==> src/dkd_pkg.sv <==
package dkd_pkg;

   // fixed-point format
   localparam int FRAC_BITS  = 16;
   localparam int COORD_W    = 24;
   localparam int INV_W      = 32;
   localparam int SCALE_W    = 40;
   localparam int WEIGHT_W   = 40;

   // lane internals
   localparam int DIFF_W     = COORD_W + 1;
   localparam int PROD_W     = DIFF_W + INV_W;
   localparam int R_W        = FRAC_BITS + 2;
   localparam int SQ_W       = 2 * R_W;
   localparam int SQRT_STEPS = FRAC_BITS + 2;
   localparam int ROOT_W     = SQRT_STEPS;
   localparam int REM_W      = 2 * SQRT_STEPS + 1;
   localparam int CALC_W     = 2 * FRAC_BITS + 8;
   localparam int NUM_W      = FRAC_BITS + 6;
   localparam int AXW_W      = FRAC_BITS + 1;

   // merge internals
   localparam int P_W        = AXW_W + 1;
   localparam int SPLIT      = SCALE_W / 2;
   localparam int PART_W     = P_W + SCALE_W - SPLIT;
   localparam int SUM_W      = P_W + SCALE_W;

   // latencies
   localparam int LANE_LAT   = 5 + SQRT_STEPS;
   localparam int MERGE_LAT  = 3;
   localparam int PIPE_LAT   = LANE_LAT + MERGE_LAT;

   // register indexes
   typedef enum logic {
      CSR_INV_SPACING  = 1'b0,
      CSR_WEIGHT_SCALE = 1'b1
   } csr_index_type;

   localparam logic [INV_W-1:0]   INV_RESET   = INV_W'(1) << FRAC_BITS;
   localparam logic [SCALE_W-1:0] SCALE_RESET = SCALE_W'(1) << FRAC_BITS;

endpackage

==> src/dkd_merge.sv <==
module dkd_merge (
   input  logic                               clock,
   input  logic                               en,
   input  logic [dkd_pkg::AXW_W-1:0]          wx,
   input  logic [dkd_pkg::AXW_W-1:0]          wy,
   input  logic [dkd_pkg::SCALE_W-1:0]        weight_scale,
   output logic [dkd_pkg::WEIGHT_W-1:0]       weight
);

   localparam int F = dkd_pkg::FRAC_BITS;
   localparam int S = dkd_pkg::SPLIT;

   logic [2*dkd_pkg::AXW_W-1:0]   pxy;
   logic [dkd_pkg::P_W-1:0]       p_ff;
   logic [dkd_pkg::PART_W-1:0]    lo_ff, hi_ff;
   logic [dkd_pkg::SUM_W-1:0]     sum;
   logic [dkd_pkg::SUM_W-F-1:0]   shifted;
   logic [dkd_pkg::WEIGHT_W-1:0]  weight_ff, weight_in;

   assign pxy = (2*dkd_pkg::AXW_W)'(wx) * (2*dkd_pkg::AXW_W)'(wy);

   // product of the axis weights, then scale in two halves
   always_ff @(posedge clock) begin
      if (en) begin
         p_ff  <= dkd_pkg::P_W'(pxy >> F);
         lo_ff <= dkd_pkg::PART_W'(p_ff) * dkd_pkg::PART_W'(weight_scale[S-1:0]);
         hi_ff <= dkd_pkg::PART_W'(p_ff)
                * dkd_pkg::PART_W'(weight_scale[dkd_pkg::SCALE_W-1:S]);
      end
   end

   // recombine and saturate
   assign sum     = dkd_pkg::SUM_W'(lo_ff) + (dkd_pkg::SUM_W'(hi_ff) << S);
   assign shifted = sum[dkd_pkg::SUM_W-1:F];
   assign weight_in = (shifted > (dkd_pkg::SUM_W-F)'({dkd_pkg::WEIGHT_W{1'b1}}))
                    ? {dkd_pkg::WEIGHT_W{1'b1}}
                    : shifted[dkd_pkg::WEIGHT_W-1:0];

   always_ff @(posedge clock) begin
      if (en) weight_ff <= weight_in;
   end

   assign weight = weight_ff;

endmodule

==> config.mk <==
export PLATFORM = sky130hd
export DESIGN_NAME = dkd_merge
export DESIGN_NICKNAME = d
export VERILOG_FILES = /design/src/dkd_pkg.sv /design/src/dkd_merge.sv
export SDC_FILE = /design/constraint.sdc
export NUM_CORES = 2
export LEC_CHECK = 0
export ABC_AREA = 1
export BUFFER_PORTS_ARGS = -buffer_cell sky130_fd_sc_hd__buf_2
export CORE_MARGIN = 1.5
export CORE_UTILIZATION = 60
export CTS_CLUSTER_SIZE = 8
export DETAILED_ROUTE_END_ITERATION = 16
export HOLD_SLACK_MARGIN = 0.12
export PLACE_DENSITY = 0.79
export SKIP_CTS_REPAIR_TIMING = 1
export SLEW_MARGIN = 40
export SYNTH_ARGS = -nofsm -noshare
export SYNTH_HDL_FRONTEND = slang
export SYNTH_SLANG_ARGS = --single-unit
==> constraint.sdc <==
create_clock -name clock -period 7.4 [get_ports clock]
set_input_delay 1.48 -clock clock [delete_from_list [all_inputs] [get_ports clock]]
set_output_delay 1.48 -clock clock [all_outputs]
set_load 0.02 [all_outputs]
Yosys cells after proc, flatten, opt, wreduce, memory -nomap -nowiden
Index checks and enable logic that the tools add are counted.
{"block": "classes", "addsub": 1, "multipliers": 3, "n_div": 0, "magnitude_cmp": 1, "n_eq_ne": 0, "shift": 0, "muxes": 0, "bitwise": 0, "reduce_logical": 0}
{"op": "18-bit by 20-bit multiplier with 38-bit output", "count": 2}
{"op": "38-bit by 58-bit adder with 58-bit output", "count": 1}
{"op": "42-bit by 40-bit > comparator with 1-bit output, second input constant", "count": 1}
{"op": "17-bit by 17-bit multiplier with 34-bit output", "count": 1}
{"block": "totals", "reg_bits": 134, "latch_bits": 0, "mem_bits_rw": 0, "romBits": 0, "input_bits": 76, "output_inout_bits": 40, "word_cells": 9, "n_memories": 0}

Depth between registers and ports, before layout
{"block": "depth", "ltp_word": 2, "mapped_depth": 27, "mapped_depth_nobuf": 25}

Worst setup path after synthesis
Ideal clock, no wire load.
{"block": "synth_timing", "path_type": "input to register", "startpoint": "in weight_scale[7] in the netlist's numbering", "endpoint": "reg lo_ff[25] in the netlist's numbering, data pin", "setup_ns": 0.252, "arrival_time_ns": 6.486, "required_time_ns": 7.148, "path_slack_ns": 0.662, "stages": 25, "path_buffers": 2, "cell_sequence": "clkbuf_1 > buf_1 > nand2_1 > fa_1 > inv_1 > fa_1 > inv_1 > fa_1 > inv_1 > fa_1 > fa_1 > inv_1 > fa_1 > inv_1 > ha_1 > nand2_1 > nor2_1 > nor3b_1 > nand2_1 > nand2_1 > nand2_1 > nand2_1 > nand2_1 > nand3_1 > nand2_1"}
{"block": "synth_via", "elab_chain_cells": 1}
{"item": "start: declaration", "line_no": "dkd_merge.sv:6", "source": "input logic [dkd_pkg::SCALE_W-1:0] weight_scale,"}
{"item": "18-bit by 20-bit multiplier with 38-bit output", "line_no": "dkd_merge.sv:26", "source": "lo_ff <= dkd_pkg::PART_W'(p_ff) * dkd_pkg::PART_W'(weight_scale[S-1:0]);"}
{"item": "end signal: assignment", "line_no": "dkd_merge.sv:26"}
{"item": "end: declaration", "line_no": "dkd_merge.sv:15", "source": "logic [dkd_pkg::PART_W-1:0] lo_ff, hi_ff;"}
Every way passes these cells.
A chain may end at the register's enable or synchronous reset.

Worst setup path after layout
{"block": "layout_timing", "startpoint": "in weight_scale[7] in the netlist's numbering", "endpoint": "reg lo_ff[24] in the netlist's numbering, data pin"}
Same word-level chain as after synthesis.

==> flow_summary_export.csv <==
group,metric,value,unit
placement,portBuffers,115,
yosys,yosys_warnings,0,
finish,final_common_cell,"inv_1",
placement,routabilityCongestion,0.946,
grt,grt_pass1_wl,166000,um
finish,fillers,5710,
yosys,syn_nets,6427,
yosys,synth.avg_cell_area,7.72,sq um
placement,dpl.hpwl,82300,um
grt,grt.total_usage,30.5,%
setup_path,start_kind,"input pin",
clock_tree,numClockSinks,118,
die,coreArea,66100,sq um
detailed_routing,first_pass_iters,6,
clock_tree,cts.clk_slew.worst_paths,0.06,ns
sta,maxSlewViolCount,0,
flow_run,cap_violations,0,
grt,grt_pass1_vias,33992,
sta,fin_crit,6.79,ns
finish,final_cell_mix,"inv_1 (1520), nand2_1 (1487), fa_1 (797), ha_1 (345), nor2_1 (165)",
setup_path,required,7.56,ns
detailed_routing,via_count,32057,
setup_path,worstSetupEndpointType,"flop",
finish,layout-drive-gt1-share,5.06,%
grt,grt_max_degree,74,
setup_path,timing.rr.end,"hi_ff[34]",
setup_path,critical_path.max_fanout,18,
sta,fin_worst_skew,0.0154,ns
clock_tree,clock_latency,0.44,ns
detailed_routing,detail_route.wl_per_cell,16.4,um
hold_path,hp-class,"flop to flop",
die,rows,94,
finish,seq_area,3540,sq um
sta,rsz0062_at_grt,"false",
yosys,synthCells,5209,
setup_path,worstSetupPathType,"input pin to flop",
setup_path,r2r_cells,21,
detailed_routing,viasPerCell,5.31,
sta,relSlewSlack,45.2,%
sta,worstMarginPinSlew,0.822,ns
clock_tree,root_buffer,"clkbuf_16",
setup_path,cp.arrival,6.95,ns
sta,fin_setup_tns,0,ns
finish,nets,6378,
run_status,status,"complete, no violations",
finish,synthToLayoutAreaGrowth,4.16,%
sta,fmax,147,MHz
detailed_routing,wl,98800,um
sta,final-hold-violation-count,0,
detailed_routing,drc_errors,0,
die,start_util,60.8,%
yosys,synth-main-ff-cell,"edfxtp_1",
setup_path,timing.rr.start,"p_ff[13]",
yosys,syn_area,40200,sq um
finish,multi_input_area,30000,sq um
detailed_routing,first_iter_violations,2239,
clock_tree,h-tree-depth,4,
yosys,ys_types,47,
hold_path,holdPathStages,1,
sta,holdWs,0.521,ns
yosys,synth_edf_count,118,
yosys,async_reset_ff_share,0,%
grt,antenna_found_initial,4,
hold_path,hold_start,"lo_ff[17]",
die,dieHeight,262,um
grt,grt_overflow,0,
clock_tree,numCtsBuffers,17,
die,fp.dieArea,68600,sq um
placement,place_inst,6004,
die,die_w,262,um
finish,finalNonFillerCells,6038,
clock_tree,clock_path_buffers,2,
hold_path,min_to,"weight[1]",
setup_path,rrSetupSlack,1.04,ns
detailed_routing,drtAntennaViolNets,0,
sta,finalCritPeriodShare,91.8,%
clock_tree,tritoncts,"yes",
yosys,ys_ff_latch,118,
yosys,yosysSeqAreaShare,8.81,%
sta,finalSetupViolations,0,
die,io_pins,116,
## layer usage
metal	vias to the layer above	global-route usage [%]	part of all wire [%]
met5	-	0	0.036
met1	15738	39.1	40
met3	256	4.01	6.9
li1	14806	-	-
met4	6	9.67	3.1
met2	1251	53.6	50
## registers in the layout (all words and copies together), names as in the netlist
name	count
p_ff	18
lo_ff	22
weight	40
hi_ff	38
## worst max-delay path by stage
| stage | startpoint | end | slack, ns | cells past startpoint |
|---|---|---|---|---|
| 4_1_cts | weight_scale[7] | lo_ff[24] | 0.69 | 22 |
| 5_1_grt | weight_scale[7] | lo_ff[24] | 0.38 | 22 |
| 3_5_place_dp | weight_scale[7] | lo_ff[24] | 0.23 | 22 |
| 2_1_floorplan | weight_scale[7] | lo_ff[25] | 0.66 | 25 |
| 6_report | weight_scale[7] | lo_ff[24] | 0.61 | 21 |
| 3_3_place_gp | weight_scale[14] | lo_ff[24] | 0.23 | 20 |
## final cells by class
class                   instances  area share [%]
diodes                          1         0.00597
clock buffers                  17            1.02
clock inverters                15           0.317
inverters                    1526            13.7
multi-input cells            3338            71.6
flip-flops and latches        118            8.46
well taps                     864            2.58
repair buffers                159            2.37
## cell usage after synthesis, drive strengths merged (2+ instances only)
cell type	count	share of area (%)
a21boi	9	0.17
a21o	10	0.19
a21oi	109	1.4
a31oi	12	0.19
and3	5	0.078
buf	23	0.49
clkbuf	204	1.9
clkinv	2	0.022
edfxtp	118	8.8
fa	797	40
ha	345	11
inv	1524	14
nand2	1498	14
nand3	136	2.2
nand3b	17	0.38
nand4	21	0.34
nor2	173	1.7
nor3	24	0.35
nor4	6	0.093
o211ai	2	0.037
o21a	5	0.093
o21ai	73	0.91
o21bai	24	0.45
xnor2	22	0.48
xor2	44	0.96
## critical path, cell delays in order
cell and delay [ns]:
buf_2 0.35, nand2_1 0.15, fa_1 0.56, inv_1 0.05, fa_1 0.49, inv_1 0.06
fa_1 0.54, inv_1 0.06, fa_1 0.38, fa_1 0.52, inv_1 0.05, fa_1 0.47
inv_1 0.04, ha_1 0.36, nand2_1 0.15, nor4_1 0.67, nand2_1 0.11, nand2_1 0.19
nand2_1 0.10, nand3_1 0.08, nand2_1 0.10
## through the flow
step / area (sq um) / worst slack (ns) / util [%]
finish: 41900 / 0.608 / 63.4
floorplan: 40200 / 0.662 / -
CTS: 41900 / 0.692 / 63.4
detailed placement: 41300 / 0.232 / 62.5
global placement: 41200 / 0.231 / 62.4
global route: 41900 / 0.384 / 63.4
## logic make-up after synthesis
| family | Yosys count | synth area share [%] |
|---|---|---|
| and+or+nand+nor | 1883 | 19.2 |
| AOI/OAI and AO/OA | 247 | 3.45 |
| xor gates and xnor gates | 66 | 1.44 |
| buffers and inverters | 1753 | 16.7 |
| DFF | 118 | 8.81 |
| adders and majority gates | 1142 | 50.4 |
Power is left out: the tool's default activity adds up to more than one toggle a clock period on the data nets, which glitch-free logic cannot reach.
