File: config.mk
export PLATFORM = sky130hd
export DESIGN_NAME = dkd_lane
export DESIGN_NICKNAME = d
export VERILOG_FILES = /design/src/dkd_pkg.sv /design/src/dkd_lane.sv
export SDC_FILE = /design/constraint.sdc
export NUM_CORES = 2
export LEC_CHECK = 0
export BUFFER_PORTS_ARGS = -buffer_cell sky130_fd_sc_hd__buf_4
export CAP_MARGIN = 10
export CORE_AREA = 10 10 423 425
export CTS_CLUSTER_DIAMETER = 150
export DETAILED_ROUTE_END_ITERATION = 6
export DIE_AREA = 0 0 433 435
export PLACE_DENSITY = 0.7
export SETUP_SLACK_MARGIN = 0.1
export SLEW_MARGIN = 10
export SYNTH_ARGS = -nofsm -noshare
export SYNTH_HDL_FRONTEND = slang
export SYNTH_SLANG_ARGS = --single-unit
File: constraint.sdc
create_clock -name clock -period 7.93 [get_ports clock]
set_input_delay 0.793 -clock clock [delete_from_list [all_inputs] [get_ports clock]]
set_output_delay 0.793 -clock clock [all_outputs]
set_load 0.1 [all_outputs]
File: src/dkd_pkg.sv
package dkd_pkg;

   // fixed-point format
   localparam int FRAC_BITS  = 16;
   localparam int COORD_W    = 24;
   localparam int INV_W      = 32;
   localparam int SCALE_W    = 40;
   localparam int WEIGHT_W   = 40;

   // lane internals
   localparam int DIFF_W     = COORD_W + 1;
   localparam int PROD_W     = DIFF_W + INV_W;
   localparam int R_W        = FRAC_BITS + 2;
   localparam int SQ_W       = 2 * R_W;
   localparam int SQRT_STEPS = FRAC_BITS + 2;
   localparam int ROOT_W     = SQRT_STEPS;
   localparam int REM_W      = 2 * SQRT_STEPS + 1;
   localparam int CALC_W     = 2 * FRAC_BITS + 8;
   localparam int NUM_W      = FRAC_BITS + 6;
   localparam int AXW_W      = FRAC_BITS + 1;

   // merge internals
   localparam int P_W        = AXW_W + 1;
   localparam int SPLIT      = SCALE_W / 2;
   localparam int PART_W     = P_W + SCALE_W - SPLIT;
   localparam int SUM_W      = P_W + SCALE_W;

   // latencies
   localparam int LANE_LAT   = 5 + SQRT_STEPS;
   localparam int MERGE_LAT  = 3;
   localparam int PIPE_LAT   = LANE_LAT + MERGE_LAT;

   // register indexes
   typedef enum logic {
      CSR_INV_SPACING  = 1'b0,
      CSR_WEIGHT_SCALE = 1'b1
   } csr_index_type;

   localparam logic [INV_W-1:0]   INV_RESET   = INV_W'(1) << FRAC_BITS;
   localparam logic [SCALE_W-1:0] SCALE_RESET = SCALE_W'(1) << FRAC_BITS;

endpackage

File: src/dkd_lane.sv
module dkd_lane (
   input  logic                                 clock,
   input  logic                                 en,
   input  logic signed [dkd_pkg::COORD_W-1:0]   a,
   input  logic signed [dkd_pkg::COORD_W-1:0]   b,
   input  logic        [dkd_pkg::INV_W-1:0]     inv_spacing,
   output logic        [dkd_pkg::AXW_W-1:0]     axis_weight
);

   localparam int F = dkd_pkg::FRAC_BITS;
   localparam int N = dkd_pkg::SQRT_STEPS;

   logic [dkd_pkg::DIFF_W-1:0]  d_ff, d_in;
   logic [dkd_pkg::PROD_W-1:0]  prod_ff;
   logic [dkd_pkg::R_W-1:0]     r3_ff, r3_in;
   logic                        far3_ff, far3_in;
   logic [dkd_pkg::SQ_W-1:0]    sq3_ff;
   logic [dkd_pkg::PROD_W-F-1:0] ru;

   logic [dkd_pkg::REM_W-1:0]   rem_ff  [0:N];
   logic [dkd_pkg::ROOT_W-1:0]  root_ff [0:N];
   logic [dkd_pkg::R_W-1:0]     r_ff    [0:N];
   logic                        near_ff [0:N];
   logic                        far_ff  [0:N];

   logic signed [dkd_pkg::CALC_W-1:0] rs, sqs, rad_near, rad_far, rad;
   logic signed [dkd_pkg::NUM_W-1:0]  num, r2s, ss;
   logic [dkd_pkg::AXW_W-1:0]   w_ff, w_in;

   // absolute separation
   always_comb begin
      logic signed [dkd_pkg::DIFF_W-1:0] diff;
      diff = dkd_pkg::DIFF_W'(a) - dkd_pkg::DIFF_W'(b);
      d_in = diff[dkd_pkg::DIFF_W-1] ? dkd_pkg::DIFF_W'(-diff) : dkd_pkg::DIFF_W'(diff);
   end

   // scaled distance, range check, square of r
   assign ru      = prod_ff[dkd_pkg::PROD_W-1:F];
   assign far3_in = ru > (dkd_pkg::PROD_W-F)'(2) << F;
   assign r3_in   = ru[dkd_pkg::R_W-1:0];

   always_ff @(posedge clock) begin
      if (en) begin
         d_ff    <= d_in;
         prod_ff <= dkd_pkg::PROD_W'(d_ff) * dkd_pkg::PROD_W'(inv_spacing);
         r3_ff   <= r3_in;
         far3_ff <= far3_in;
         sq3_ff  <= dkd_pkg::SQ_W'(r3_in) * dkd_pkg::SQ_W'(r3_in);
      end
   end

   // radicand in Q.2F for both branches
   assign rs       = $signed(dkd_pkg::CALC_W'(r3_ff));
   assign sqs      = $signed(dkd_pkg::CALC_W'(sq3_ff)) <<< 2;
   assign rad_near = ($signed(dkd_pkg::CALC_W'(1)) <<< (2 * F)) + (rs <<< (F + 2)) - sqs;
   assign rad_far  = (rs <<< (F + 3)) + (rs <<< (F + 2)) - sqs
                   - ($signed(dkd_pkg::CALC_W'(7)) <<< (2 * F));
   assign rad      = (r3_ff <= dkd_pkg::R_W'(1) << F) ? rad_near : rad_far;

   always_ff @(posedge clock) begin
      if (en) begin
         rem_ff[0]  <= (far3_ff || rad[dkd_pkg::CALC_W-1]) ? '0
                       : rad[dkd_pkg::REM_W-1:0];
         root_ff[0] <= '0;
         r_ff[0]    <= r3_ff;
         near_ff[0] <= r3_ff <= dkd_pkg::R_W'(1) << F;
         far_ff[0]  <= far3_ff;
      end
   end

   // square root, one result bit per stage
   for (genvar k = 0; k < N; k++) begin : g_sqrt
      localparam int B = N - 1 - k;
      logic [dkd_pkg::REM_W-1:0] trial;
      assign trial = (dkd_pkg::REM_W'(root_ff[k]) << (B + 1))
                   | (dkd_pkg::REM_W'(1) << (2 * B));
      always_ff @(posedge clock) begin
         if (en) begin
            if (rem_ff[k] >= trial) begin
               rem_ff[k+1]  <= rem_ff[k] - trial;
               root_ff[k+1] <= root_ff[k] | (dkd_pkg::ROOT_W'(1) << B);
            end else begin
               rem_ff[k+1]  <= rem_ff[k];
               root_ff[k+1] <= root_ff[k];
            end
            r_ff[k+1]    <= r_ff[k];
            near_ff[k+1] <= near_ff[k];
            far_ff[k+1]  <= far_ff[k];
         end
      end
   end

   // numerator, clamp, divide by eight
   assign r2s = $signed(dkd_pkg::NUM_W'(r_ff[N])) <<< 1;
   assign ss  = $signed(dkd_pkg::NUM_W'(root_ff[N]));
   assign num = near_ff[N]
              ? ($signed(dkd_pkg::NUM_W'(3)) <<< F) - r2s + ss
              : ($signed(dkd_pkg::NUM_W'(5)) <<< F) - r2s - ss;

   always_comb begin
      if (far_ff[N] || num[dkd_pkg::NUM_W-1]) w_in = '0;
      else w_in = num[dkd_pkg::AXW_W+2:3];
   end

   always_ff @(posedge clock) begin
      if (en) w_ff <= w_in;
   end

   assign axis_weight = w_ff;

endmodule

Word-level counts from Yosys, hierarchy flattened
Memories as Yosys holds them, arrays and structs flattened. Cells that the tools add are included.

Flip-flop bits (word level): 154. RAM bits: 1425. Input bits: 82. Output and inout bits: 17. Word-level logic and storage cells: 251. Memories kept: 5.

Add/subtract/negate cells: 29. Multiply operators: 2. Magnitude comparators: 20. Mux-type cells: 150. Bitwise operators: 36. Reductions and logical operators: 2.

Memories: rem_ff (depth 19, width 37, rd ports 18, clocked after memory_dff 0, wr ports 19, RTL line dkd_lane.sv:20) `logic [dkd_pkg::REM_W-1:0] rem_ff [0:N];`; r_ff (depth 19, width 18, rd ports 19, clocked after memory_dff 0, wr ports 19, RTL line dkd_lane.sv:22) `logic [dkd_pkg::R_W-1:0] r_ff [0:N];`; root_ff (depth 19, width 18, rd ports 19, clocked after memory_dff 0, wr ports 19, RTL line dkd_lane.sv:21) `logic [dkd_pkg::ROOT_W-1:0] root_ff [0:N];`; far_ff (depth 19, width 1, rd ports 19, clocked after memory_dff 0, wr ports 19, RTL line dkd_lane.sv:24) `logic far_ff [0:N];`; near_ff (depth 19, width 1, rd ports 19, clocked after memory_dff 0, wr ports 19, RTL line dkd_lane.sv:23) `logic near_ff [0:N];`.

Operators by type and width (count): $mux W37 (19); $mux W18 (18); $mux W1 (110); $mul A25 B32 Y57 (1); $gt A41 B18 Y1 const B (1); $mux W40 (1); $sub A39 B36 Y40 const B (1); $sub A37 B38 Y39 (1); $sub A38 B38 Y39 (1); $add A37 B36 Y38 (1); $add A33 B36 Y37 const A (1); $ge A37 B19 Y1 (1); $ge A37 B20 Y1 (1); $ge A37 B21 Y1 (1); $ge A37 B22 Y1 (1); $ge A37 B23 Y1 (1); $ge A37 B24 Y1 (1); $ge A37 B25 Y1 (1); $ge A37 B26 Y1 (1); $ge A37 B27 Y1 (1); $ge A37 B28 Y1 (1); $ge A37 B29 Y1 (1); $ge A37 B30 Y1 (1); $ge A37 B31 Y1 (1); 35 further kinds (71).

Longest topological paths before layout
Depth in word-level cells: 6. Gate-level depth with buffers: 27. Mapped depth without buffers: 25.

Worst setup path after synthesis
Ideal clock, no wire load.

Path kind: input to register. Start: in inv_spacing[15] in the netlist's numbering. End: reg prod_ff[56] in the netlist's numbering (data pin). Setup time: 0.265 ns. Data arrival time: 7.420 ns. Required time: 7.665 ns. Slack: 0.244 ns. Cell stages on the path: 26. Path buffers: 2. Cell sequence: clkbuf_1 nand2_1 fa_1 inv_1 fa_1 inv_1 fa_1 fa_1 inv_1 fa_1 fa_1 inv_1 fa_1 inv_1 ha_1 clkbuf_1 a21o_1 a21o_1 a21oi_1 o2111ai_1 a21oi_1 o21ai_0 a31oi_1 a31oi_1 and4_1 or3_1.

Cells in the longest elaborated chain, start to end: 1.

RTL lines: from (decl) (RTL line dkd_lane.sv:6) `input logic [dkd_pkg::INV_W-1:0] inv_spacing,`; $mul A25 B32 Y57 (RTL line dkd_lane.sv:45) `prod_ff <= dkd_pkg::PROD_W'(d_ff) * dkd_pkg::PROD_W'(inv_spacing);`; to (signal assigned) (RTL line dkd_lane.sv:45); to (decl) (RTL line dkd_lane.sv:14) `logic [dkd_pkg::PROD_W-1:0] prod_ff;`.

Every way passes these cells. A chain may end at the register's enable or synchronous reset.

Worst setup path after layout
Start: reg d_ff[15] in the netlist's numbering. End: reg prod_ff[56] in the netlist's numbering (data pin).

Cells in the longest elaborated chain, start to end: 1.

RTL lines: from (decl) (RTL line dkd_lane.sv:13) `logic [dkd_pkg::DIFF_W-1:0] d_ff, d_in;`; from (signal assigned) (RTL line dkd_lane.sv:44) `d_ff <= d_in;`; $mul A25 B32 Y57 (RTL line dkd_lane.sv:45).

Every way passes these cells.

==> metrics list <==
- Top cell type's share of synthesized area: between 40% and 50%
- Measured against its own limit, the worst slew margin works out to about a fifth.
* TritonCTS buffer count: 136
* Total routed wirelength: just under 200,000 µm
- The number of slew-limit violations in the final report was 0.
* Number of max-cap violations: 0
- In the finished design, the share of the clock period the worst path needs comes to 95.89%.
- Synth cell types: 87
- Counting flops and latches in the post-synthesis netlist gives between 1,000 and 1,500.
- Setup repair after global routing could not meet its margin everywhere.
* CTS root buf: sky130_fd_sc_hd__clkbuf_16
- The critical path starts at d_ff[15].
- Maximum number of pins on one net before global-route repair: 186
- Starting density of the core: about 55%
* Die Span Y: between 400 and 500 µm
* Post-DRT Antenna Nets: 0
- Antenna violations before repair: 1
* Input/output buffers: 98
* Placeable Area: ~0.17 mm²
* Element type at the critical path start: flop
* Starting DRC count in detailed routing: between 3,000 and 4,000
* Synthesized cell area: between 0.09 and 0.1 mm²
- Number of standard-cell rows in the floorplan: 152
- Data required time of the critical path: between 8 and 9 ns
- The critical path in this run is classified as flop to flop.
- Routability-driven placement finished with a final weighted congestion of around 0.9.
- For this design the top-level I/O count stands at 99.
- First-pass GRT wire length: roughly 320,000 µm
* HPWL reported at the end of detailed placement: between 150,000 and 200,000 µm
- In the synthesized netlist, the number of instances is approximately 8,000.
- Number of sinks on the clock net: 1,300
* Chip width: between 400 and 500 µm
* Min Clock Period, post-route: ~7.6 ns
* P&R area growth vs syn: 9.286%
* Clock latency reported for the late side of the worst-skew pair: about 0.76 ns
* Summed negative setup slack over all endpoints: 0 ns
- Slew at the pin closest to its max-slew limit: 1.215 ns
* Class of the worst hold path: flop to flop
- Number of global-route vias before repair: 62,470
* Number of iterations in the first detailed-routing pass: 5
- Cells with a size suffix above 1 make up between 6 and 7% of the layout.
* Total placed cells including tap cells: around 10,000
- The worst hold path begins at r_ff[0][0].
- Setup violations remaining at the end of the flow were counted as 0.
- STA classifies the critical path endpoint as a flop.
- Area of the die: around 0.19 mm²
* FF-to-FF setup slack: 0.33 ns
- Synthesized net count: 9,819
- Data on the critical path arrives at its endpoint at between 8 and 9 ns.
* Cell types with the largest area share after synthesis: sky130_fd_sc_hd__edfxtp_1 42%, sky130_fd_sc_hd__fa_1 20%, sky130_fd_sc_hd__ha_1 8.1%
- TritonCTS built the clock tree.
* R2r startpoint: d_ff[15]
- All-layer global routing usage: roughly a fifth
* H-tree depth: 4
* Register area share after synthesis: between 40% and 50%
- Top achievable clock speed: ~130 MHz
- The Yosys step of the flow raised 0 warnings.
* Post-synth EDFFs: between 1,000 and 1,500
* Layout net count: roughly 10,000
- In this run the worst path has a maximum fanout of 24.
- After detailed routing, the number of remaining DRC violations is 0.
- The most used flip-flop cell after synthesis is sky130_fd_sc_hd__edfxtp_1.
- The finished layout holds approximately 11,000 standard cells, fillers aside.
* Post-synthesis area per instance: 11.34 µm²
* Drt via density: 5.482
- Between clock sinks in the finished design, the worst skew comes to approximately 0.050 ns.
- Commonest cells in the synthesized netlist: 1,468 x sky130_fd_sc_hd__inv_1, 1,300 x sky130_fd_sc_hd__edfxtp_1, 922 x sky130_fd_sc_hd__fa_1
- Fillers: roughly 13,000
* Overflow left after global routing: 0
- Clock-pin slew reported for the worst setup and hold paths after clock tree synthesis: around 0.060 ns
- Cells fill between 50 and 60% of the core in the end.
- The clock passes through at most 3 buffers.
- Ys async rst share: 0%
- Dividing the detail-routed wire length by the instance count gives 18.48 µm.
* Result of the run: finished, final reports clean
- Summed over all instances, the cell type with the most area after synthesis is sky130_fd_sc_hd__edfxtp_1.
* Most used standard cell by instance count after synthesis: sky130_fd_sc_hd__inv_1
- Final hold violation count: 0
* DR vias: slightly below 60,000
layout by cell type (no fill, tap or decap), types with 25 or more instances in the layout:
cell and count:
sky130_fd_sc_hd__and2_1 496, sky130_fd_sc_hd__o21ai_0 246, sky130_fd_sc_hd__xnor2_1 247, sky130_fd_sc_hd__o21a_1 68
sky130_fd_sc_hd__a21oi_1 269, sky130_fd_sc_hd__nor4_1 120, sky130_fd_sc_hd__fa_1 920, sky130_fd_sc_hd__nand4_1 53
sky130_fd_sc_hd__a21o_1 103, sky130_fd_sc_hd__inv_1 1468, sky130_fd_sc_hd__clkbuf_1 25, sky130_fd_sc_hd__a31oi_1 30
sky130_fd_sc_hd__nor3_1 112, sky130_fd_sc_hd__nand3_1 67, sky130_fd_sc_hd__edfxtp_1 1300, sky130_fd_sc_hd__a211oi_1 27
sky130_fd_sc_hd__o21bai_1 30, sky130_fd_sc_hd__clkbuf_16 136, sky130_fd_sc_hd__o31ai_1 25, sky130_fd_sc_hd__buf_4 274
sky130_fd_sc_hd__clkinv_1 30, sky130_fd_sc_hd__nor2b_1 52, sky130_fd_sc_hd__ha_1 603, sky130_fd_sc_hd__xor2_1 206
sky130_fd_sc_hd__nand2b_1 55, sky130_fd_sc_hd__nand2_1 757, sky130_fd_sc_hd__or3_1 48, sky130_fd_sc_hd__nor2_1 326
worst paths after layout:
path / depth (start not counted) / end
max: 26 / prod_ff[56]
max reg2reg: 26 / prod_ff[56]
min: 0 / r_ff[1][0]
min reg2reg: 0 / r_ff[1][0]
layer usage:
layer	part of all wire (%)	GRT usage, %
met1	39	25.75
met2	52	38.74
met3	5.0	3.026
met4	3.2	6.848
met5	0	0
state kept, by name (all words and copies together), names as in the netlist:
register     cells
axis_weight     17
d_ff            25
far3_ff          1
far_ff          19
near_ff         19
prod_ff         41
r3_ff           18
r_ff           342
rem_ff         613
root_ff        171
sq3_ff          34
critical path, stage by stage (launching register included):
cell                       delay [ns]
sky130_fd_sc_hd__edfxtp_1        0.45
sky130_fd_sc_hd__buf_4           0.20
sky130_fd_sc_hd__buf_6           0.17
sky130_fd_sc_hd__and2_1          0.17
sky130_fd_sc_hd__fa_1            0.53
sky130_fd_sc_hd__inv_1           0.05
sky130_fd_sc_hd__fa_1            0.53
sky130_fd_sc_hd__inv_1           0.05
sky130_fd_sc_hd__fa_1            0.53
sky130_fd_sc_hd__fa_1            0.47
sky130_fd_sc_hd__fa_1            0.54
sky130_fd_sc_hd__fa_1            0.60
sky130_fd_sc_hd__inv_1           0.07
sky130_fd_sc_hd__fa_1            0.53
sky130_fd_sc_hd__inv_1           0.04
sky130_fd_sc_hd__ha_1            0.32
sky130_fd_sc_hd__a21oi_1         0.09
sky130_fd_sc_hd__o21ai_1         0.15
sky130_fd_sc_hd__a31oi_1         0.14
sky130_fd_sc_hd__o211a_1         0.23
sky130_fd_sc_hd__o311a_1         0.31
sky130_fd_sc_hd__o21ai_1         0.16
sky130_fd_sc_hd__a31oi_1         0.17
sky130_fd_sc_hd__a31oi_1         0.26
sky130_fd_sc_hd__buf_4           0.17
sky130_fd_sc_hd__nor4_1          0.04
sky130_fd_sc_hd__or3_1           0.34
timing repair:
item                       4_1_cts  5_1_grt
buffers inserted                 0        7
resized for setup                1       26
pin swaps                        1       14
hold buffers                     0        0
setup endpoints to repair        1        6
per-stage QoR:
stage / hold WS [ns] / area (µm²) / setup slack [ns]
global route: 0.4122 / 101700 / 0.05511
floorplan: 0.4003 / 93100 / 0.2443
global placement: 0.4007 / 97160 / -0.1092
finish: 0.3976 / 101800 / 0.3258
detailed placement: 0.4045 / 97170 / -0.1487
CTS: 0.3943 / 101600 / 0.1405
area by class of cell:
class	instances	area (µm²)	area share [%]
antenna	3	7.507	0.007378
clock buffer	161	3497	3.437
clock inverter	83	898.4	0.8829
inverter	1470	5518	5.423
multi-input combinational	5194	47700	46.88
sequential	1300	39040	38.37
tap	2233	2794	2.746
timing repair buffer	289	2297	2.258
cell families (layout without fill, tap and decap cells):
logic type,Yosys count,in the layout,synth area share [%]
other cells,0,3,0
flops,1300,1300,41.93
simple gates,2236,2236,12.20
buf+inv,1716,2003,6.938
mux,24,24,0.2768
compound gates,954,954,6.444
xor+xnor,453,453,4.261
fa+ha+maj,1527,1527,27.96
Power is left out: the tool's default activity adds up to more than one toggle a clock period on the data nets, which glitch-free logic cannot reach.
